--- src/fdm_front.sv ---
// Entry stage: dividend magnitude, sign and zero-divisor detect.
module fdm_front #(
    parameter int unsigned W = 32
) (
    input  logic         i_clk,
    input  logic         i_rst_n,
    input  logic         i_valid,
    output logic         o_ready,
    input  logic [W-1:0] i_dividend,
    input  logic [W-2:0] i_divisor,
    output logic         o_valid,
    input  logic         i_ready,
    output logic [W-2:0] o_rem,
    output logic [W-1:0] o_num,
    output logic [W-2:0] o_div,
    output logic         o_neg,
    output logic         o_zero
);

    logic         r_valid;
    logic [W-1:0] r_num;
    logic [W-2:0] r_div;
    logic         r_neg;
    logic         r_zero;
    logic         n_neg;
    logic [W-1:0] n_num;

    assign o_ready = !r_valid || i_ready;
    assign n_neg   = i_dividend[W-1];
    // magnitude of the most negative value still fits in W unsigned bits
    assign n_num   = n_neg ? (~i_dividend + {{(W-1){1'b0}}, 1'b1}) : i_dividend;

    always_ff @(posedge i_clk) begin
        if (!i_rst_n) begin
            r_valid <= 1'b0;
        end else if (o_ready) begin
            r_valid <= i_valid;
        end
    end

    always_ff @(posedge i_clk) begin
        if (i_valid && o_ready) begin
            r_num  <= n_num;
            r_div  <= i_divisor;
            r_neg  <= n_neg;
            r_zero <= (i_divisor == '0);
        end
    end

    assign o_valid = r_valid;
    assign o_rem   = '0;
    assign o_num   = r_num;
    assign o_div   = r_div;
    assign o_neg   = r_neg;
    assign o_zero  = r_zero;

endmodule

--- config.mk ---
export PLATFORM = sky130hd
export DESIGN_NAME = fdm_front
export DESIGN_NICKNAME = d
export VERILOG_FILES = /design/src/fdm_front.sv
export SDC_FILE = /design/constraint.sdc
export NUM_CORES = 1
export LEC_CHECK = 0
export BUFFER_PORTS_ARGS = -buffer_cell sky130_fd_sc_hd__buf_2
export CORE_ASPECT_RATIO = 1.1
export CORE_UTILIZATION = 45
export CTS_BUF_LIST = sky130_fd_sc_hd__clkbuf_16
export DETAILED_ROUTE_END_ITERATION = 7
export GPL_ROUTABILITY_DRIVEN = 1
export GPL_TIMING_DRIVEN = 1
export PLACE_DENSITY_LB_ADDON = 0.08
export SLEW_MARGIN = 10
export SYNTH_ARGS = -nofsm -noshare
export SYNTH_HDL_FRONTEND = slang
export SYNTH_SLANG_ARGS = --single-unit
--- constraint.sdc ---
create_clock -name i_clk -period 3.43 [get_ports i_clk]
set_clock_uncertainty 0.1 [all_clocks]
set_input_delay 0.1715 -clock i_clk [delete_from_list [all_inputs] [get_ports i_clk]]
set_output_delay 0.1715 -clock i_clk [all_outputs]
set_load 0.02 [all_outputs]
==> impl_results.md <==
- Port Buffers: 133
- M1 wire length: 2812 µm
- Setup TNS: 0 ps
- P_int: 1.635 mW
- I/O pin total: 165
- Cells after Synth: 214
- Post-route DRC: 0
- Vias per Instance: 4.787
- Clock share of power: 0.399
- Max incr delay on CP: approximately 530 ps
- R2R cell count: 3
- Arrival @ worst endpoint: 2420 ps
- Post-layout nets: 458
- First-pass GRT wire length: 10020 µm
- Vias post-DR: 2269
- Hold Crit Class: in -> reg
- Die area: 7033 µm²
- Switching Share: 0.2451
- DR WL/cell: 14.59 µm
- Routed Antenna Nets: 0
- Worst path depth: 8
- Top layer in use: met4
- Yosys reg bits: between 60 and 70
- Sequential share of power: 0.448
- Final Slew Violations: 0
- Library cells used by synthesis: 28
- Slowest cell on the critical path: dlygate4sd3_1
- Hold Vio Cnt, Final: 0
- Yosys warning count: 0
- RSZ-0062 raised after global routing: false
- Critical path buffer and inverter count: 3
- WS Path Type: in -> reg
- P_sw: about 530 µW
- Final number of setup-violating endpoints: 0
- Post-CTS Resized: 0
- DR pass1 iterations: 4
- Fraction of layout cells with a size suffix above 1: 0.3959
- Largest net degree at the start of global routing: 66
- Die height: 87.86 µm
- DR iter-0 viols: 92
- Reg area: 1972 µm²
- CTS tree: built
- Power Total: 2.166 mW
- Core ar.: 6306 µm²
- Row cnt: 30
- Clk slew on worst S/H paths: 50 ps
- Htree depth: 3
- Clk buf depth: 2
- Relative slew slack: 0.4508
- Number of global-route vias before repair: 2161
- Reg2Reg Setup Slack: 1730 ps
- Logic pwr share: 0.152
- CTS sink count: 66
- Part of the cycle the worst path needs: 0.7172
- Mean Syn Cell Area: 14.09 µm²
- Tightest Pin Transition: between 800 and 900 ps
- Placer Congestion: 0.7612
- Hold depth: 2
- Synthesized area: 3015 µm²
- Initial antenna violation count: 0
- Startpoint Class: input pin
- Chip width: between 80 and 90 µm
- Initial Util: 0.4782
- Worst Path Required: 3390 ps
- Area delta synth->final: 42.12%
- PwrDens: about 510 nW/µm²
- Status: finished, final reports clean
- CP Cell Sequence: dlygate4sd3_1 -> buf_2 -> inv_1 -> ha_1 -> nor4b_1 -> nand4_1 -> o41ai_1 -> xnor2_1
- Delay-heaviest family, CP: simple AND/OR/NAND/NOR gates
- Final wirelength: 6915 µm
- GRT Total Usage: 0.1923
- Max FO, Critical Path: 4
- Antenna Cells: 0
- CTS Buf Count: 9
- Placed cells: 424
- Post-route minimum period: 2460 ps
- Multi-input combinational cell area: 902.1 µm²
- Met3 WL: 504 µm
- Leakage: 1.750 nW
- Worst setup EP type: register
- Clock Tree Root: clkbuf_16
- Global route overflow: 0
- Non-Filler Instances: 474
- Max_cap viols: 0
- Register area share after synthesis: 0.6539
- Peak supply drop: 0.3039 mV
- Met2 WL: 3503 µm
- Number of fill cells in the layout: 500
- Hpwl dp: ~4800 µm
- Clk_lat worst skew: 320 ps
- Fmax: just over 400 MHz
[logic make-up (layout without fill, tap and decap cells)]
group                    Yosys count  after routing  share of synthesized area
flip-flops                        66             66                     0.6539
adder cells (fa/ha/maj)            2              2                   0.008297
AND/OR/NAND/NOR                   54             54                     0.1071
other                              1             31                   0.001244
AO/OA/AOI/OAI                     25             25                    0.06058
buffers and inverters             37            187                    0.08465
XOR/XNOR                          29             29                    0.08423
[layer usage]
metal  global-route usage  vias to the layer above
li1                     -                     1101
met1               0.2292                     1049
met2               0.3341                      108
met3              0.05208                       11
met4              0.06981                        0
met5                    0                        -
[Yosys cell counts]
| cell | instances | area [µm²] |
|---|---|---|
| edfxtp_1 | 65 | 1952 |
| nor4b_1 | 2 | 17.52 |
| nand2_1 | 11 | 41.29 |
| nor3_1 | 5 | 25.02 |
| nor4_2 | 2 | 25.02 |
| or4_1 | 1 | 7.510 |
| dfxtp_1 | 1 | 20.02 |
| or4_4 | 1 | 11.26 |
| a21boi_0 | 1 | 7.510 |
| and2_1 | 1 | 6.260 |
| ha_1 | 2 | 25.02 |
| or3_4 | 1 | 11.26 |
| nor2_1 | 6 | 22.52 |
| nand3_1 | 2 | 10.01 |
| xnor2_1 | 29 | 254.0 |
| buf_4 | 31 | 232.7 |
| nand2b_1 | 3 | 18.77 |
| or3_1 | 1 | 6.260 |
| inv_1 | 3 | 11.26 |
| or4b_4 | 1 | 13.76 |
| o41ai_1 | 8 | 70.07 |
| nor4_1 | 9 | 56.30 |
| conb_1 | 1 | 3.750 |
| clkbuf_1 | 3 | 11.26 |
| o31ai_1 | 10 | 75.07 |
| o21ai_0 | 6 | 30.03 |
| or2_2 | 2 | 12.51 |
| nand4_1 | 6 | 37.54 |
[final timing paths]
kind	startpoint	to
hold / removal	i_dividend[22]	o_num[22]$_DFFE_PP_
setup reg to reg	o_valid$_SDFFE_PN0N_	o_num[14]$_DFFE_PP_
hold reg to reg	o_valid$_SDFFE_PN0N_	o_valid$_SDFFE_PN0N_
setup / recovery	i_dividend[0]	o_num[22]$_DFFE_PP_
[state kept, by name, summed over array words and instances, names as in the netlist]
register and count:
o_div 31, o_neg 1, o_num 32, o_valid 1, o_zero 1
[repair_timing]
item	in CTS	in global routing
setup buffers	0	0
hold buffers	34	0
endpoints found under the hold margin	33	0
[through the flow]
stage	util	worst slack (ps)	instance area, µm²	hold slack (ps)
global route	0.6796	814.0	4285	78.28
floorplan	-	718.2	3128	170.4
detailed placement	0.5802	1171	3659	265.5
global placement	0.5802	1187	3659	265.0
finish	0.6796	970.1	4285	62.56
CTS	0.6796	965.2	4285	59.93
[area by class of cell]
cell class              count  share of cell area
flip-flops and latches     66              0.4601
inverters                   3            0.002628
multi-input cells         141              0.2105
clock buffers               9             0.05255
clock inverters             7             0.01431
well taps                  80             0.02336
repair buffers            168              0.2365
[power by group through the flow]
stage          Sequential, mW  Clock [mW]  Combinational, mW
3_3_place_gp            0.986           0              0.296
3_5_place_dp            0.986           0              0.299
2_1_floorplan            1.06           0              0.129
4_1_cts                 0.971       0.881              0.329
6_report                0.971       0.865              0.330
5_1_grt                 0.975       0.921              0.354
[cell usage in the layout, fill, tap and decap left out]
master	count
dlygate4sd3_1	34
ha_1	2
nand2b_1	3
or4b_4	1
or4_4	1
a21boi_0	1
buf_2	133
o31ai_1	10
nand2_1	11
and2_2	1
clkinv_1	1
nor4_1	9
clkbuf_16	9
nand4_1	6
xnor2_1	29
or3_4	1
or3_1	1
o41ai_1	8
inv_1	4
dfxtp_1	1
edfxtp_1	65
nor4_2	2
nor4b_1	2
nor3_1	5
clkinv_2	3
buf_4	1
nor2_1	6
clkinv_4	1
or2_2	2
nand3_1	2
conb_1	31
bufinv_16	1
o21ai_0	6
or4_1	1
Note: power is estimated with default switching activity, not from simulation.
