### src/fdm_back.sv
// Exit stage: floor correction for negative dividends, zero result for a zero divisor, output register.
module fdm_back #(
    parameter int unsigned W = 32
) (
    input  logic         i_clk,
    input  logic         i_rst_n,
    input  logic         i_valid,
    output logic         o_ready,
    input  logic [W-2:0] i_rem,
    input  logic [W-1:0] i_num,
    input  logic [W-2:0] i_div,
    input  logic         i_neg,
    input  logic         i_zero,
    output logic         o_valid,
    input  logic         i_ready,
    output logic [W-1:0] o_quotient,
    output logic [W-2:0] o_remainder,
    output logic         o_zero_divisor
);

    logic         r_valid;
    logic [W-1:0] r_quotient;
    logic [W-2:0] r_remainder;
    logic         r_zero;
    logic         fix;
    logic [W-1:0] n_quotient;
    logic [W-2:0] n_remainder;

    assign o_ready = !r_valid || i_ready;

    // negative dividend with nonzero remainder: q = -(qm+1) = ~qm, r = b - rm
    assign fix = i_neg && (i_rem != '0);

    always_comb begin
        if (i_zero) begin
            n_quotient  = '0;
            n_remainder = '0;
        end else if (fix) begin
            n_quotient  = ~i_num;
            n_remainder = i_div - i_rem;
        end else if (i_neg) begin
            n_quotient  = ~i_num + {{(W-1){1'b0}}, 1'b1};
            n_remainder = i_rem;
        end else begin
            n_quotient  = i_num;
            n_remainder = i_rem;
        end
    end

    always_ff @(posedge i_clk) begin
        if (!i_rst_n) begin
            r_valid <= 1'b0;
        end else if (o_ready) begin
            r_valid <= i_valid;
        end
    end

    always_ff @(posedge i_clk) begin
        if (i_valid && o_ready) begin
            r_quotient  <= n_quotient;
            r_remainder <= n_remainder;
            r_zero      <= i_zero;
        end
    end

    assign o_valid        = r_valid;
    assign o_quotient     = r_quotient;
    assign o_remainder    = r_remainder;
    assign o_zero_divisor = r_zero;

endmodule
### config.mk
export PLATFORM = sky130hd
export DESIGN_NAME = fdm_back
export DESIGN_NICKNAME = d
export VERILOG_FILES = /design/src/fdm_back.sv
export SDC_FILE = /design/constraint.sdc
export NUM_CORES = 1
export LEC_CHECK = 0
export BUFFER_PORTS_ARGS = -buffer_cell sky130_fd_sc_hd__buf_2
export CAP_MARGIN = 20
export CORE_AREA = 2 2 100 102
export CTS_BUF_LIST = sky130_fd_sc_hd__clkbuf_4
export CTS_CLUSTER_DIAMETER = 80
export DETAILED_ROUTE_END_ITERATION = 12
export DIE_AREA = 0 0 102 104
export HOLD_SLACK_MARGIN = 0.1
export PLACE_DENSITY = 0.84
export SLEW_MARGIN = 20
export SYNTH_ARGS = -nofsm -noshare
export SYNTH_HDL_FRONTEND = slang
export SYNTH_SLANG_ARGS = --single-unit
### constraint.sdc
create_clock -name i_clk -period 7.9 [get_ports i_clk]
set_input_delay 0.79 -clock i_clk [delete_from_list [all_inputs] [get_ports i_clk]]
set_output_delay 0.79 -clock i_clk [all_outputs]
set_load 0.02 [all_outputs]
==> results.yml, run 1 <==
pwr:
  power_frac_seq_pct: 42.2
  p_total_uw: 995.2
  clockPowerShare_pct: 26.6
  pwr-share-comb_pct: 31.1
  power.internal_uw: 668.4
  switching_share_pct: 32.84
  peakVddDrop_mv: 0.08718
  switchingPower_uw: 326.8
  power_density_nw_per_um2: 161.3
  p_leak_uw: 0.002817
global_routing:
  overflow: 0
  grt_max_degree: 75
  antenna_found_initial: 1
  grtUsageTotal_pct: 25.81
  grt_pass1_vias: 4727
  grt_pass1_wl_um: 21550
yosys:
  synth_flop_cell: "edfxtp_1"
  async_reset_ff_share_pct: 0
  netlist_area_um2: 5079
  ys_types: 65
  synth_seq_cells: 65
  synth.yosys.warnings: 0
  synth_nets: 703
  yosysSeqAreaShare_pct: 38.24
  syn-mean-instance-area_um2: 8.894
  synth_edf_count: 64
  synth_cells: 571
worst_setup_path:
  regToRegEndpoint: "o_quotient[2]"
  crit_chain: "buf_2, inv_1, ha_1, inv_1, fa_1, a21o_1, a221oi_2, a21oi_2, o31a_1, a311oi_4, o31ai_1, mux2i_1, mux2_1"
  cp-startpoint: "i_div[0]"
  endpoint: "o_remainder[30]"
  r2r-start: "o_valid"
  critPathMaxStageDelay_ns: 0.40
  setup.worst_path.end_class: "flip-flop"
  criticalPathCategory: "input pin to flip-flop"
  slowest_stage: "fa_1"
  r2r_slack_ns: 6.33
  arrival_ns: 3.69
  crit_top_cell: "inv_1"
  reg2regPathDepth: 3
  worstSetupStartpointType: "input pin"
  required_ns: 8.09
  critPathMaxFanout: 5
floorplanning:
  io_pins: 166
  core_area_um2: 9549
  die_y_um: 104
  row_count: 36
  initial_utilization_pct: 53.18
  die_w_um: 102
  dieArea_um2: 10610
layout:
  diodes: 0
  fill_cells: 802
  register_area_um2: 1942
  drive_gt1_share_pct: 27.15
  multi_input_area_um2: 2879
  area_growth_pct: 21.51
  nets: 860
timing:
  fin_crit_sh_pct: 44.42
  worstMarginPinSlew_ns: 0.7950
  hold_violations: 0
  period_minus_slack_ns: 3.509
  rsz0062_at_grt: "no"
  final_max_slew_viol_count: 0
  whs_ns: 0.5429
  setup_viol: 0
  max_freq_mhz: 285.0
  skew_ns: 0.01245
  setup_tns_ns: 0
  max_slew_margin_pct: 47.00
run_status:
  status: "finished clean"
clock_network:
  clkTransAtPathRegs_ns: 0.11
  cts_tree: "yes"
  htreeDepth: 3
  cts_buffers: 9
  cts.sinks: 65
  cts_setup_buffers: 0
  clk_latency_ns: 0.43
  cts-root-buf: "clkbuf_4"
  ctsResizeCount: 0
  ctsLongestPathBuffers: 2
  hold_buffers: 0
detailed_routing:
  vias: 4975
  drtIter0Drc: 236
  drt-wirelength-per-cell_um: 15.81
  drcViolationCount: 0
  drt_wl_total_um: 13690
  via_per_inst: 5.745
  drt_first_pass_iters: 5
  detail-route-antenna-nets: 0
placement:
  hpwl_um: 10410
  gp_congestion: 0.8906
  port-buffer-count: 165
flow_run:
  maxCapViolations: 0
worst_hold_path:
  hp-class: "flip-flop to flip-flop"
  holdPathStages: 2
## power groups by stage
stage / sequential [uW] / combinational [uW] / clock [uW]
6_report: 420 / 310 / 265
3_3_place_gp: 428 / 299 / 0
4_1_cts: 421 / 308 / 268
3_5_place_dp: 428 / 306 / 0
2_1_floorplan: 465 / 172 / 0
5_1_grt: 423 / 341 / 282
## cells in the mapped netlist, types with 9 or more instances
cell type | instances | area (um2)
a21oi_1 | 59 | 295.3
nor4_1 | 9 | 56.30
a21o_1 | 17 | 127.6
xnor2_1 | 17 | 148.9
o21ai_0 | 23 | 115.1
inv_1 | 43 | 161.4
or3_1 | 13 | 81.33
xor2_1 | 32 | 280.3
nor3_1 | 10 | 50.05
ha_1 | 31 | 387.9
nor2_1 | 59 | 221.5
nand3_1 | 13 | 65.06
clkbuf_1 | 18 | 67.56
edfxtp_1 | 64 | 1922
nand2_1 | 50 | 187.7
## cell usage in the layout, fill, tap and decap left out, drive strengths merged, types with 5 or more instances in the layout
master  instances
a21o           17
nand2          50
buf           169
and3            5
a21oi          60
nand2b          7
o21ai          27
or3            13
o41ai           5
nand3          13
nor3b           6
ha             31
nor2           59
nor4           10
inv            43
xor2           32
edfxtp         64
clkbuf         11
a31oi           7
nand4           6
xnor2          17
nor3           10
## state kept, by name, summed over array words and instances, names as in the netlist
| name | count |
|---|---|
| o_remainder | 31 |
| o_valid | 1 |
| o_quotient | 32 |
| o_zero_divisor | 1 |
## worst min path at each step
stage	endpoint	slack, ns	startpoint
global route	o_valid	0.57	o_valid
global placement	o_valid	0.50	o_valid
detailed placement	o_valid	0.53	o_valid
finish	o_valid	0.54	o_valid
floorplan	o_valid	0.75	o_valid
CTS	o_valid	0.55	o_valid
## cell families (layout without fill, tap and decap cells)
family | Yosys count | after routing | synth area share, %
xor gates and xnor gates | 49 | 49 | 8.450
buffers and inverters | 67 | 229 | 5.099
AOI/OAI and AO/OA | 155 | 155 | 19.91
muxes | 4 | 4 | 0.8130
DFF | 65 | 65 | 38.24
adders and majority gates | 32 | 32 | 8.032
and+or+nand+nor | 199 | 199 | 19.46
## layout make-up
class	instances	area share (%)
Clock buffer	11	1.338
Clock inverter	5	1.298
Multi-Input combinational cell	439	46.65
Timing Repair Buffer	169	13.87
Tap cell	133	2.697
Inverter	44	2.676
Sequential cell	65	31.47
## layer usage
metal,vias up,global-route usage (%),part of all wire (%)
li1,2401,-,-
met2,217,45.07,50
met5,-,0,0.095
met1,2310,30.41,39
met3,45,3.360,6.8
met4,2,13.24,4.0
## worst max-delay path, delay by kind of cell
kind | cells | cell delay (ns)
AO/OA/AOI/OAI | 6 | 1.58
adder cells (fa/ha/maj) | 2 | 0.58
buffers and inverters | 3 | 0.22
multiplexers | 2 | 0.52
## per-stage QoR
| step | cells | setup slack (ns) | util (%) | area (um2) |
|---|---|---|---|---|
| 2_1_floorplan | 571 | 4.353 | - | 5079 |
| 3_5_place_dp | 850 | 3.952 | 62.92 | 6008 |
| 4_1_cts | 866 | 4.410 | 64.62 | 6171 |
| 3_3_place_gp | 850 | 4.061 | 62.92 | 6008 |
| 5_1_grt | 866 | 4.320 | 64.62 | 6171 |
| 6_report | 866 | 4.391 | 64.62 | 6171 |
(Power assumes the default switching activity.)
==> run 2, diff against run 1 <==
Settings changed: CORE_AREA 2 2 100 102 to 2 2 101 103, DIE_AREA 0 0 102 104 to 0 0 103 105, PLACE_DENSITY 0.84 to 0.82.
Clock period 7.9 ns to 3.7 ns, I/O delays scaled along.
==> results.yml, run 2 (synthesis results as in run 1) <==
global_routing:
  overflow: 0
  antenna_found_initial: 0
  grt_pass1_wl_um: 22240
  grtUsageTotal_pct: 25.94
  grt_pass1_vias: 4909
  grt_max_degree: 46
pwr:
  peakVddDrop_mv: 0.2010
  p_total_uw: 2051
  power_density_nw_per_um2: 332.7
  p_leak_uw: 0.002820
layout:
  nets: 863
  multi_input_area_um2: 2879
  drive_gt1_share_pct: 27.17
  final_cell_mix: "buf_2, edfxtp_1, nor2_1, a21oi_1, nand2_1"
  fill_cells: 847
  diodes: 0
  area_growth_pct: 21.38
  final_cell_count_no_fill: 869
  largest_reg_flops: 32
  final_common_cell: "buf_2"
  register_area_um2: 1942
timing:
  setup_tns_ns: 0
  setup_viol: 0
  skew_ns: 0.01036
  fin_crit_sh_pct: 83.61
  max_freq_mhz: 323.2
  period_minus_slack_ns: 3.094
  hold_violations: 0
  max_slew_margin_pct: 45.25
  final_max_slew_viol_count: 0
  rsz0062_at_grt: "no"
  worstMarginPinSlew_ns: 0.8213
detailed_routing:
  detail-route-antenna-nets: 0
  drcViolationCount: 0
  drt_wl_total_um: 14080
  drtIter0Drc: 269
  vias: 4974
  via_per_inst: 5.724
  drt_first_pass_iters: 6
  drt-wirelength-per-cell_um: 16.20
worst_setup_path:
  required_ns: 3.87
  r2r_slack_ns: 1.82
  endpoint: "o_remainder[30]"
  reg2regPathDepth: 3
  critPathMaxFanout: 5
  criticalPathCategory: "input pin to flip-flop"
  arrival_ns: 3.26
  regToRegEndpoint: "o_quotient[8]"
  setup.worst_path.end_class: "flip-flop"
  cp-startpoint: "i_div[0]"
  worstSetupStartpointType: "input pin"
  r2r-start: "o_valid"
floorplanning:
  dieArea_um2: 10820
  die_y_um: 105
  initial_utilization_pct: 52.69
  core_area_um2: 9639
  row_count: 36
  die_w_um: 103
  io_pins: 166
worst_hold_path:
  hp-class: "input pin to flip-flop"
flow_run:
  maxCapViolations: 0
clock_network:
  cts-root-buf: "clkbuf_4"
  htreeDepth: 3
  cts_tree: "yes"
  ctsLongestPathBuffers: 2
  clk_latency_ns: 0.41
  ctsResizeCount: 0
  cts_buffers: 9
  cts_setup_buffers: 0
  cts.sinks: 65
  hold_buffers: 0
  clkTransAtPathRegs_ns: 0.11
placement:
  hpwl_um: 10750
  place_inst: 853
  port-buffer-count: 165
  gp_congestion: 0.8998
run_status:
  status: "finished clean"
[run 2: stage by stage]
step | utilization [%] | hold WS, ns | area (um2) | worst slack [ns]
after floorplan | - | 0.4689 | 5079 | 0.5734
after detailed placement | 62.56 | 0.5320 | 6031 | 0.2258
final | 63.95 | 0.1898 | 6165 | 0.6064
after global placement | 62.56 | 0.4970 | 6031 | 0.3216
after CTS | 63.95 | 0.1666 | 6165 | 0.6806
after global routing | 63.95 | 0.1601 | 6165 | 0.4930
[run 2: how the worst min path moves through the flow]
stage,cells after the start,start,end,slack [ns]
CTS,2,i_rst_n,o_valid,0.17
detailed placement,2,o_valid,o_valid,0.53
floorplan,0,i_zero,o_zero_divisor,0.47
global route,2,i_rst_n,o_valid,0.16
finish,2,i_rst_n,o_valid,0.19
global placement,2,o_valid,o_valid,0.50
[run 2: critical path: stages]
cell	delay [ns]
buf_2	0.09
inv_1	0.05
ha_1	0.17
inv_1	0.06
fa_1	0.40
a21o_1	0.21
a221oi_2	0.35
a21oi_2	0.14
o31a_1	0.39
a311oi_4	0.36
o31ai_1	0.15
mux2i_1	0.18
mux2_1	0.34
[run 2: cell type report]
type	instances	area share, %
Timing Repair Buffer	172	14.25
Clock buffer	10	1.218
Clock inverter	6	0.9539
Sequential cell	65	31.50
Tap cell	133	2.699
Inverter	44	2.679
Multi-Input combinational cell	439	46.70
[run 2: per-layer routing]
layer	up-vias	wire (um)	global-route usage (%)
li1	2401	-	-
met4	0	346	10.43
met2	261	6936	44.99
met3	34	1173	4.816
met1	2278	5619	31.04
met5	-	0	0
[run 2: power breakdown]
part / switching [uW] / total [uW] / internal [uW]
clock: 271 / 480 / 209
combinational: 414 / 673 / 260
sequential: 15.1 / 898 / 882
