$ cat src/fdm_cell.sv
// One restoring-division cell: resolves one quotient bit per beat.
module fdm_cell #(
    parameter int unsigned W = 32
) (
    input  logic         i_clk,
    input  logic         i_rst_n,
    input  logic         i_valid,
    output logic         o_ready,
    input  logic [W-2:0] i_rem,
    input  logic [W-1:0] i_num,
    input  logic [W-2:0] i_div,
    input  logic         i_neg,
    input  logic         i_zero,
    output logic         o_valid,
    input  logic         i_ready,
    output logic [W-2:0] o_rem,
    output logic [W-1:0] o_num,
    output logic [W-2:0] o_div,
    output logic         o_neg,
    output logic         o_zero
);

    logic         r_valid;
    logic [W-2:0] r_rem;
    logic [W-1:0] r_num;
    logic [W-2:0] r_div;
    logic         r_neg;
    logic         r_zero;
    logic [W-1:0] trial;
    logic [W-2:0] diff;
    logic         fits;
    logic [W-2:0] n_rem;
    logic [W-1:0] n_num;

    assign o_ready = !r_valid || i_ready;

    // partial remainder shifted left, next dividend bit brought down
    assign trial = {i_rem, i_num[W-1]};
    // trial < 2*div, so when it fits the difference is below div
    assign diff  = trial[W-2:0] - i_div;
    assign fits  = (trial >= {1'b0, i_div});
    assign n_rem = fits ? diff : trial[W-2:0];
    // dividend bits leave at the top, quotient bits enter at the bottom
    assign n_num = {i_num[W-2:0], fits};

    always_ff @(posedge i_clk) begin
        if (!i_rst_n) begin
            r_valid <= 1'b0;
        end else if (o_ready) begin
            r_valid <= i_valid;
        end
    end

    always_ff @(posedge i_clk) begin
        if (i_valid && o_ready) begin
            r_rem  <= n_rem;
            r_num  <= n_num;
            r_div  <= i_div;
            r_neg  <= i_neg;
            r_zero <= i_zero;
        end
    end

    assign o_valid = r_valid;
    assign o_rem   = r_rem;
    assign o_num   = r_num;
    assign o_div   = r_div;
    assign o_neg   = r_neg;
    assign o_zero  = r_zero;

endmodule

$ cat config.mk
export PLATFORM = sky130hd
export DESIGN_NAME = fdm_cell
export DESIGN_NICKNAME = d
export VERILOG_FILES = /design/src/fdm_cell.sv
export SDC_FILE = /design/constraint.sdc
export NUM_CORES = 1
export LEC_CHECK = 0
export ABC_AREA = 1
export ABC_CLOCK_PERIOD_IN_PS = 7700
export BUFFER_PORTS_ARGS = -buffer_cell sky130_fd_sc_hd__buf_4
export CAP_MARGIN = 10
export CORE_UTILIZATION = 53
export CTS_BUF_LIST = sky130_fd_sc_hd__clkbuf_8
export CTS_CLUSTER_DIAMETER = 200
export CTS_CLUSTER_SIZE = 30
export DETAILED_ROUTE_END_ITERATION = 16
export PLACE_DENSITY = 0.84
export SYNTH_ARGS = -nofsm -noshare
export SYNTH_HDL_FRONTEND = slang
export SYNTH_SLANG_ARGS = --single-unit
$ cat constraint.sdc
create_clock -name i_clk -period 7.7 [get_ports i_clk]
set_input_delay 1.155 -clock i_clk [delete_from_list [all_inputs] [get_ports i_clk]]
set_output_delay 1.155 -clock i_clk [all_outputs]
set_load 0.1 [all_outputs]
==> reports/metrics.cfg, run 1 <==
[outcome]
status=finished clean

[clock_network]
cts_root_buffer=clkbuf_8
cts_tree=built
cts_buffers=9
clk_latency_ps=390
holdBufCountCts=0
cts_setup_buffers=0
cts_sinks=97
path_clk_slew_ps=90
cts_buffer_depth=2
ctsResizeCount=0
htreeDepth=3

[floorplan]
die-area_um2=11400
core-area_um2=10500
num_rows=37
fp.dieH_um=107
start_util_pct=55.6
io_pins=198
die_x_um=107

[timing]
fin_crit_sh_pct=43.6
max_slew_margin_pct=51.4
max_freq_mhz=298
fin_tns_setup_ps=0
period_needed_ps=3360
setup_violations=0
skew_ps=10.8
drv_slew=0
worstMarginPinSlew_ps=730
hold_violations=0
worst_slack_ps=4340
rsz0062_at_grt=false

[drt]
drt_iter0_drc=281
dr.pass1.iters=5
finalWirelength_mm=15.5
route.met3.wl_um=966
wl_per_cell_um=14.4
vias=5273
drtAntennaViolNets=0
routed.top_layer=met4
dr_wl_met2_mm=7.72
wl_met1_mm=6.46
drc=0
vias_per_cell=4.90

[setup_path]
regToRegStartpoint=o_valid$_SDFFE_PN0N_
cp_slowest_cell=fa_1
r2r_setup_slack_ps=6190
cp_slowest_stage_delay_ps=380
path_cells=buf_4 > inv_1 > ha_1 > fa_1 > inv_1 > nand2_1 > nand2_1 > nand3_1 > nand2_1 > nand2_1 > nand3_1 > nand2_2 > nand2_4 > inv_2 > nand2_1 > nand2_1
setup.worst_path.start_class=primary input
arrival_ps=3490
required_ps=7830
crit_start=i_num[31]
endpoint_kind=flip-flop
r2r-end=o_div[24]$_DFFE_PP_
worstSetupEndpoint=o_rem[15]$_DFFE_PP_
critical_path_class=primary input to flip-flop
critPathMaxFanout=35
r2r_cells=2
cp_common_cell=nand2_1

[grt]
grt_pass1_vias=5136
antenna_found_initial=0
grt_pass1_wl_mm=24.4
grt_usage_pct=27.9
grt_max_degree=56
grt_overflow_total=0

[pwr]
p_leak_uw=0.00413
vdd_drop_max_mv=0.127
p_per_area_nw_per_um2=216

[synth]
ys_seq_area_share_pct=49.7
syn_inst=732
ys_async_sr_fraction_pct=0
netlist_area_um2=5840
synth_nets=864
yosys_warnings=0
synth.ff_latch_count=97
synth_flop_cell=edfxtp_1
synth_edf_count=96
yosysUniqueCellTypes=28
synth_area_per_cell_um2=7.98

[min_path]
min_from=o_valid$_SDFFE_PN0N_
hold_class=flip-flop to flip-flop

[place]
hpwlAfterDp_mm=11.9
pre_cts_ws_ps=3980
io_buffers=197
globalplace.congestion=0.914

[cells_and_area]
multi_input_area_um2=2320
nFillCells=878
seqCellArea_um2=2900
insertedDiodeCount=0
finalNetCount=1068
areaGrowthSynthToFinish_pct=31.8
drive_gt1_share_pct=24.3

[run]
drv_cap=0

[worst min-delay path by stage]
stage / endpoint / depth (start not counted)
2_1_floorplan: o_div[0]$_DFFE_PP_ / 0
3_3_place_gp: o_valid$_SDFFE_PN0N_ / 2
3_5_place_dp: o_valid$_SDFFE_PN0N_ / 2
4_1_cts: o_valid$_SDFFE_PN0N_ / 2
5_1_grt: o_valid$_SDFFE_PN0N_ / 2
6_report: o_valid$_SDFFE_PN0N_ / 2
[sequential cells by signal, indices dropped and copies added, names as in the netlist]
name / cells
o_div: 31
o_neg: 1
o_num: 32
o_rem: 31
o_valid: 1
o_zero: 1
[logic make-up after synthesis]
group | Yosys count | synth area share, %
AND/OR/NAND/NOR | 401 | 28.1
buffers and inverters | 163 | 10.8
flip-flops | 97 | 49.7
adder cells (fa/ha/maj) | 32 | 6.98
AO/OA/AOI/OAI | 25 | 2.31
XOR/XNOR | 14 | 2.10
[synth_stat cells (all sizes together), types with 3 or more instances]
cell      n  area [um^2]
or2       3         18.8
o21ai     3         15.0
nand4     6         37.5
nor2     44          185
nand2   295         1120
nand3    44          220
buf       6         42.5
inv     157          589
a21oi    18         90.1
xor2     14          123
edfxtp   96         2880
o21bai    3         22.5
nor3      3         20.0
ha       31          388
[area by class of cell]
type	count	share of cell area [%]
Multi-Input combinational cell	472	30.1
Tap cell	136	2.21
Clock inverter	6	1.15
Timing Repair Buffer	199	19.4
Clock buffer	10	1.79
Sequential cell	97	37.7
Inverter	157	7.65
[cells in the final DEF, fill, tap and decap left out, types with 3 or more instances in the layout]
cell / synthesis / final
o21bai_1: 3 / 3
buf_4: 0 / 199
nand4_1: 6 / 6
inv_2: 4 / 4
ha_1: 31 / 31
nand3_1: 44 / 44
nand2_1: 292 / 292
xor2_1: 14 / 14
edfxtp_1: 96 / 96
nor2_1: 40 / 40
inv_1: 153 / 154
a21oi_1: 18 / 17
o21ai_0: 3 / 3
clkbuf_8: 0 / 10
[metal layers]
layer  up-vias  GRT usage, %
met5         -             0
met4         0          8.71
met3        27          4.62
met2       199          50.2
met1      2368          33.9
li1       2679             -
[power by group]
part	total (uW)	switching (uW)	internal, uW
Combinational	638	481	157
Clock	380	187	193
Sequential	648	13.0	635
[critical path, delay by kind of cell]
family / cells / cell delay [ps]
buffers and inverters: 4 / 570
adders and majority gates: 2 / 610
and+or+nand+nor: 10 / 1130
[stage by stage]
| step | hold WS, ps | total power (uW) | instance area, um^2 | utilization [%] | instances |
|---|---|---|---|---|---|
| floorplan | 1250 | 1140 | 5840 | - | 732 |
| global placement | 542 | 1290 | 7470 | 71.1 | 1061 |
| detailed placement | 542 | 1300 | 7470 | 71.1 | 1061 |
| CTS | 556 | 1670 | 7700 | 73.3 | 1077 |
| global route | 611 | 1740 | 7700 | 73.3 | 1077 |
| finish | 553 | 1670 | 7700 | 73.3 | 1077 |
Power figures use the tool's default switching activity.
==> inputs of run 2 (changes only) <==
--- a/config.mk
+++ b/config.mk
@@ -6,7 +6,7 @@
 export NUM_CORES = 1
 export LEC_CHECK = 0
 export ABC_AREA = 1
-export ABC_CLOCK_PERIOD_IN_PS = 7700
+export ABC_CLOCK_PERIOD_IN_PS = 3200
 export BUFFER_PORTS_ARGS = -buffer_cell sky130_fd_sc_hd__buf_4
 export CAP_MARGIN = 10
 export CORE_UTILIZATION = 53
==> constraint.sdc (replaced) <==
create_clock -name i_clk -period 3.2 [get_ports i_clk]
set_input_delay 0.48 -clock i_clk [delete_from_list [all_inputs] [get_ports i_clk]]
set_output_delay 0.48 -clock i_clk [all_outputs]
set_load 0.1 [all_outputs]
==> reports/metrics.cfg, run 2 (synthesis gave the netlist of run 1 again) <==
[outcome]
status=finished clean  ; unchanged

[setup_path]
cp_common_cell=nand2_1  ; unchanged
cp_slowest_stage_delay_ps=360  ; was 380 ps
setup.worst_path.start_class=primary input  ; unchanged
critPathMaxFanout=29  ; was 35
r2r_cells=2  ; unchanged
arrival_ps=2540  ; was 3490 ps
critical_path_class=primary input to flip-flop  ; unchanged
cp_slowest_cell=fa_1  ; unchanged
endpoint_kind=flip-flop  ; unchanged
required_ps=3330  ; was 7830 ps
path_cells=buf_4 > inv_1 > ha_1 > fa_1 > inv_1 > nand2_1 > nand2_1 > nand3_1 > nand2_1 > nand2_1 > nand3_1 > nand2_2 > nand2_4 > inv_2 > nand2_1 > nand2_1  ; unchanged

[pwr]
p_leak_uw=0.00415  ; was 0.00413 uW
intPower_uw=2450  ; was 985 uW
p_sw_uw=1630  ; was 682 uW
swShare_pct=40.0  ; was 40.9%
p_comb_share_pct=37.5  ; was 38.3%
p_per_area_nw_per_um2=528  ; was 216 nW/um^2
clkPwrFrac_pct=24.4  ; was 22.8%
p_seq_share_pct=38.2  ; was 38.9%
vdd_drop_max_mv=0.281  ; was 0.127 mV

[grt]
antenna_found_initial=0  ; unchanged
grt_pass1_wl_mm=23.3  ; was 24.4 mm
grt_pass1_vias=4895  ; was 5,136
grt_overflow_total=0  ; unchanged
grt_use_met3_pct=3.22  ; was 4.62%
met2_usage_pct=45.9  ; was 50.2%
grt_max_degree=67  ; was 56
top_usage_layer=met2  ; unchanged
grt_usage_pct=26.4  ; was 27.9%
grt_use_met1_pct=34.3  ; was 33.9%

[timing]
max_freq_mhz=416
fin_tns_setup_ps=0  ; unchanged
period_needed_ps=2400
max_slew_margin_pct=46.1  ; was 51.4%
hold_violations=0  ; unchanged
setup_violations=0  ; unchanged
worstMarginPinSlew_ps=809  ; was 730 ps
drv_slew=0  ; unchanged
skew_ps=10.1  ; was 10.8 ps
fin_crit_sh_pct=75.1
rsz0062_at_grt=false  ; unchanged
worst_slack_ps=796  ; was 4340 ps

[cells_and_area]
drive_gt1_share_pct=24.4  ; was 24.3%
final_common_cell=nand2_1  ; unchanged
nFillCells=877  ; was 878
areaGrowthSynthToFinish_pct=32.3  ; was 31.8%
insertedDiodeCount=0  ; unchanged
largest_register_ffs=32  ; unchanged
final_cell_count_no_fill=1078  ; was 1,077
seqCellArea_um2=2900  ; unchanged
finalNetCount=1069  ; was 1,068
layout_common_cells=nand2_1, buf_4, inv_1  ; unchanged
multi_input_area_um2=2320  ; unchanged

[clock_network]
htreeDepth=3  ; unchanged
cts_sinks=97  ; unchanged
cts_tree=built  ; unchanged
path_clk_slew_ps=100  ; was 90 ps
cts_root_buffer=clkbuf_8  ; unchanged
clk_latency_ps=370  ; was 390 ps
cts_buffer_depth=2  ; unchanged
cts_buffers=9  ; unchanged
cts_setup_buffers=0  ; unchanged
ctsResizeCount=0  ; unchanged
holdBufCountCts=0  ; unchanged

[min_path]
hold_class=primary input to flip-flop  ; was flip-flop to flip-flop
holdPathStages=1  ; was 2

[drt]
wl_per_cell_um=13.7  ; was 14.4 um
vias_per_cell=4.88  ; was 4.90
drtAntennaViolNets=0  ; unchanged
vias=5263  ; was 5,273
drt_iter0_drc=381  ; was 281
drc=0  ; unchanged
dr.pass1.iters=5  ; unchanged
finalWirelength_mm=14.8  ; was 15.5 mm

[place]
hpwlAfterDp_mm=11.7  ; was 11.9 mm
globalplace.congestion=0.975  ; was 0.914
place_inst=1062  ; was 1,061
pre_cts_ws_ps=426  ; was 3980 ps
io_buffers=197  ; unchanged

[floorplan]
die-area_um2=11400  ; unchanged
start_util_pct=55.6  ; unchanged
io_pins=198  ; unchanged
die_x_um=107  ; unchanged
core-area_um2=10500  ; unchanged
num_rows=37  ; unchanged
fp.dieH_um=107  ; unchanged

[run]
drv_cap=0  ; unchanged

==> run 2: changes by cell type in the layout (fill, tap and decap cells not counted) <==
cell / delta
bufinv_16: +1
buf_4: +1
clkinvlp_4: -1
==> run 2: final timing paths <==
| check | from | to | slack (ps) |
|---|---|---|---|
| setup / recovery | i_num[31] | o_rem[6]$_DFFE_PP_ | 800 |
| hold / removal | i_num[20] | o_num[21]$_DFFE_PP_ | 280 |
| setup reg to reg | o_valid$_SDFFE_PN0N_ | o_num[12]$_DFFE_PP_ | 1610 |
| hold reg to reg | o_valid$_SDFFE_PN0N_ | o_valid$_SDFFE_PN0N_ | 600 |
==> run 2: metal layers <==
metal,wire length [um],part of all wire [%],vias up
li1,-,-,2684
met4,269,1.8,0
met5,0,0,-
met2,7190,49,219
met3,987,6.7,27
met1,6330,43,2333
==> run 2: metrics by stage <==
| step | area (um^2) | util, % | total power (uW) | hold WS (ps) |
|---|---|---|---|---|
| 2_1_floorplan | 5850 | - | 2740 | 579 |
| 3_3_place_gp | 7480 | 71.2 | 3100 | 551 |
| 3_5_place_dp | 7480 | 71.2 | 3110 | 582 |
| 4_1_cts | 7730 | 73.6 | 4090 | 268 |
| 5_1_grt | 7730 | 73.6 | 4250 | 259 |
| 6_report | 7730 | 73.6 | 4080 | 276 |
==> run 2: area by class of cell <==
class / instances / area share [%]
Clock buffer: 10 / 1.78
Clock inverter: 6 / 1.44
Inverter: 157 / 7.62
Multi-Input combinational cell: 472 / 30.0
Sequential cell: 97 / 37.5
Tap cell: 136 / 2.20
Timing Repair Buffer: 200 / 19.4
==> run 2: power groups by stage <==
stage / combinational, uW / clock [uW] / sequential, uW
finish: 1530 / 995 / 1560
global route: 1630 / 1050 / 1570
CTS: 1530 / 997 / 1560
detailed placement: 1530 / 0 / 1590
global placement: 1510 / 0 / 1580
floorplan: 450 / 0 / 2290
==> run 2: worst max-delay path, delay by kind of cell <==
family | cells | cell delay [ps]
and+or+nand+nor | 10 | 990
adders and majority gates | 2 | 570
buffers and inverters | 4 | 480
==> inputs of run 3 (changes only) <==
--- a/config.mk
+++ b/config.mk
@@ -6,15 +6,15 @@
 export NUM_CORES = 1
 export LEC_CHECK = 0
 export ABC_AREA = 1
-export ABC_CLOCK_PERIOD_IN_PS = 3200
+export ABC_CLOCK_PERIOD_IN_PS = 2200
 export BUFFER_PORTS_ARGS = -buffer_cell sky130_fd_sc_hd__buf_4
 export CAP_MARGIN = 10
-export CORE_UTILIZATION = 53
+export CORE_UTILIZATION = 47
 export CTS_BUF_LIST = sky130_fd_sc_hd__clkbuf_8
 export CTS_CLUSTER_DIAMETER = 200
 export CTS_CLUSTER_SIZE = 30
 export DETAILED_ROUTE_END_ITERATION = 16
-export PLACE_DENSITY = 0.84
+export PLACE_DENSITY = 0.78
 export SYNTH_ARGS = -nofsm -noshare
 export SYNTH_HDL_FRONTEND = slang
 export SYNTH_SLANG_ARGS = --single-unit
==> constraint.sdc (replaced) <==
create_clock -name i_clk -period 2.2 [get_ports i_clk]
set_input_delay 0.33 -clock i_clk [delete_from_list [all_inputs] [get_ports i_clk]]
set_output_delay 0.33 -clock i_clk [all_outputs]
set_load 0.1 [all_outputs]
==> reports/metrics.cfg, run 3 (synthesis gave the netlist of run 1 again) <==
[timing]
max_freq_mhz=516
period_needed_ps=1940
skew_ps=6.17  ; was 10.1 ps
drv_slew=0  ; unchanged
worst_slack_ps=260  ; was 796 ps
hold_violations=0  ; unchanged
fin_crit_sh_pct=88.2
rsz0062_at_grt=false  ; unchanged
worstMarginPinSlew_ps=478  ; was 809 ps
max_slew_margin_pct=68.1  ; was 46.1%
setup_violations=0  ; unchanged

[drt]
drtAntennaViolNets=0  ; unchanged
drt_iter0_drc=266  ; was 381
wl_per_cell_um=13.3  ; was 13.7 um
vias=5371  ; was 5,263
vias_per_cell=4.65  ; was 4.88
dr.pass1.iters=6  ; was 5
finalWirelength_mm=15.3  ; was 14.8 mm
drc=0  ; unchanged

[clock_network]
cts_tree=built  ; unchanged
ctsResizeCount=0  ; unchanged
htreeDepth=3  ; unchanged
cts_buffer_depth=2  ; unchanged
cts_setup_buffers=0  ; unchanged
cts_buffers=9  ; unchanged
cts_root_buffer=clkbuf_8  ; unchanged
clk_latency_ps=380  ; was 370 ps
cts_sinks=97  ; unchanged
holdBufCountCts=0  ; unchanged
path_clk_slew_ps=90  ; was 100 ps

[place]
hpwlAfterDp_mm=12.4  ; was 11.7 mm
pre_cts_ws_ps=-129  ; was 426 ps
io_buffers=197  ; unchanged
globalplace.congestion=0.898  ; was 0.975

[cells_and_area]
areaGrowthSynthToFinish_pct=38.8  ; was 32.3%
insertedDiodeCount=0  ; unchanged
nFillCells=1032  ; was 877
fin_util_pct=67.2  ; was 73.6%
finalNetCount=1113  ; was 1,069
drive_gt1_share_pct=27.7  ; was 24.4%
largest_register_ffs=32  ; unchanged
seqCellArea_um2=2910  ; was 2900 um^2
multi_input_area_um2=2320  ; unchanged
layout_common_cells=nand2_1, buf_4, inv_1  ; unchanged
final_common_cell=nand2_1  ; unchanged

[setup_path]
required_ps=2330  ; was 3330 ps
r2r-end=o_rem[30]$_DFFE_PP_  ; was o_num[12]$_DFFE_PP_
critPathMaxFanout=14  ; was 29
endpoint_kind=flip-flop  ; unchanged
arrival_ps=2070  ; was 2540 ps
setup.worst_path.start_class=primary input  ; unchanged
regToRegStartpoint=o_valid$_SDFFE_PN0N_  ; unchanged
critical_path_class=primary input to flip-flop  ; unchanged
r2r_cells=2  ; unchanged
r2r_setup_slack_ps=850  ; was 1610 ps

[min_path]
min_from=i_num[6]  ; was i_num[20]
holdPathStages=1  ; unchanged
hold_class=primary input to flip-flop  ; unchanged
min_to=o_num[7]$_DFFE_PP_  ; was o_num[21]$_DFFE_PP_

[pwr]
p_leak_uw=0.00436  ; was 0.00415 uW
swShare_pct=41.1  ; was 40.0%
intPower_uw=3400  ; was 2450 uW
p_seq_share_pct=39.2  ; was 38.2%
p_sw_uw=2380  ; was 1630 uW
vdd_drop_max_mv=0.446  ; was 0.281 mV
p_per_area_nw_per_um2=712  ; was 528 nW/um^2
p_comb_share_pct=41.0  ; was 37.5%
clkPwrFrac_pct=19.8  ; was 24.4%

[floorplan]
core-area_um2=12100  ; was 10,500 um^2
num_rows=40  ; was 37
io_pins=198  ; unchanged
die-area_um2=12900  ; was 11,400 um^2
die_x_um=113  ; was 107 um
fp.dieH_um=113  ; was 107 um
start_util_pct=48.4  ; was 55.6%

[outcome]
status=finished clean  ; unchanged

[run]
drv_cap=0  ; unchanged

[grt]
antenna_found_initial=0  ; unchanged
grt_pass1_vias=5105  ; was 4,895
grt_pass1_wl_mm=24.2  ; was 23.3 mm
grt_overflow_total=0  ; unchanged
grt_usage_pct=24.4  ; was 26.4%
grt_max_degree=61  ; was 67

==> run 3: cell types whose count changed in the layout (fill, tap and decap cells not counted), sizes merged <==
cell    delta
buf       +44
bufinv     -2
clkbuf     -1
clkinv     +2
inv        +1
==> run 3: stage by stage <==
stage	instance area, um^2	TNS (ps)	std cells	hold WS (ps)	total power [uW]
3_5_place_dp	7920	-3330	1138	509	4670
5_1_grt	8110	0	1154	106	6040
6_report	8110	0	1154	125	5780
2_1_floorplan	5860	-32600	732	429	3990
3_3_place_gp	7920	-1530	1138	508	4640
4_1_cts	8110	0	1154	108	5820
==> run 3: layout make-up <==
cell class	count	share of cell area, %
clock inverters	7	0.787
repair buffers	244	23.4
clock buffers	9	1.53
well taps	168	2.59
inverters	157	7.27
multi-input cells	472	28.6
flip-flops and latches	97	35.9
==> run 3: how the worst max path moves through the flow <==
stage | startpoint | end | slack (ps) | cells after the start
global route | i_num[31] | o_rem[11]$_DFFE_PP_ | 100 | 17
finish | i_div[19] | o_rem[23]$_DFFE_PP_ | 260 | 13
floorplan | o_valid$_SDFFE_PN0N_ | o_div[0]$_DFFE_PP_ | -340 | 1
CTS | i_num[31] | o_rem[23]$_DFFE_PP_ | 280 | 17
global placement | i_num[31] | o_rem[24]$_DFFE_PP_ | -60 | 17
detailed placement | i_num[31] | o_rem[10]$_DFFE_PP_ | -130 | 17
==> run 3: routing by layer <==
metal,GRT usage [%],share of wire [%]
met1,30.7,44
met2,42.9,48
met3,4.04,5.9
met4,7.89,1.8
met5,0,0
==> run 3: power groups by stage <==
stage	combinational (uW)	sequential (uW)	clock, uW
5_1_grt	2520	2280	1240
3_5_place_dp	2360	2310	0
6_report	2370	2260	1150
4_1_cts	2370	2270	1180
3_3_place_gp	2340	2300	0
2_1_floorplan	655	3330	0
==> run 3: critical path: stages <==
cell and delay (ps):
buf_4 80, inv_1 40, ha_1 340, nand2_1 140, nor2_1 230, inv_1 100
nor3_2 250, nand2_2 100, nand2_4 110, inv_2 70, buf_12 150, nand2_1 60
nand2_1 60
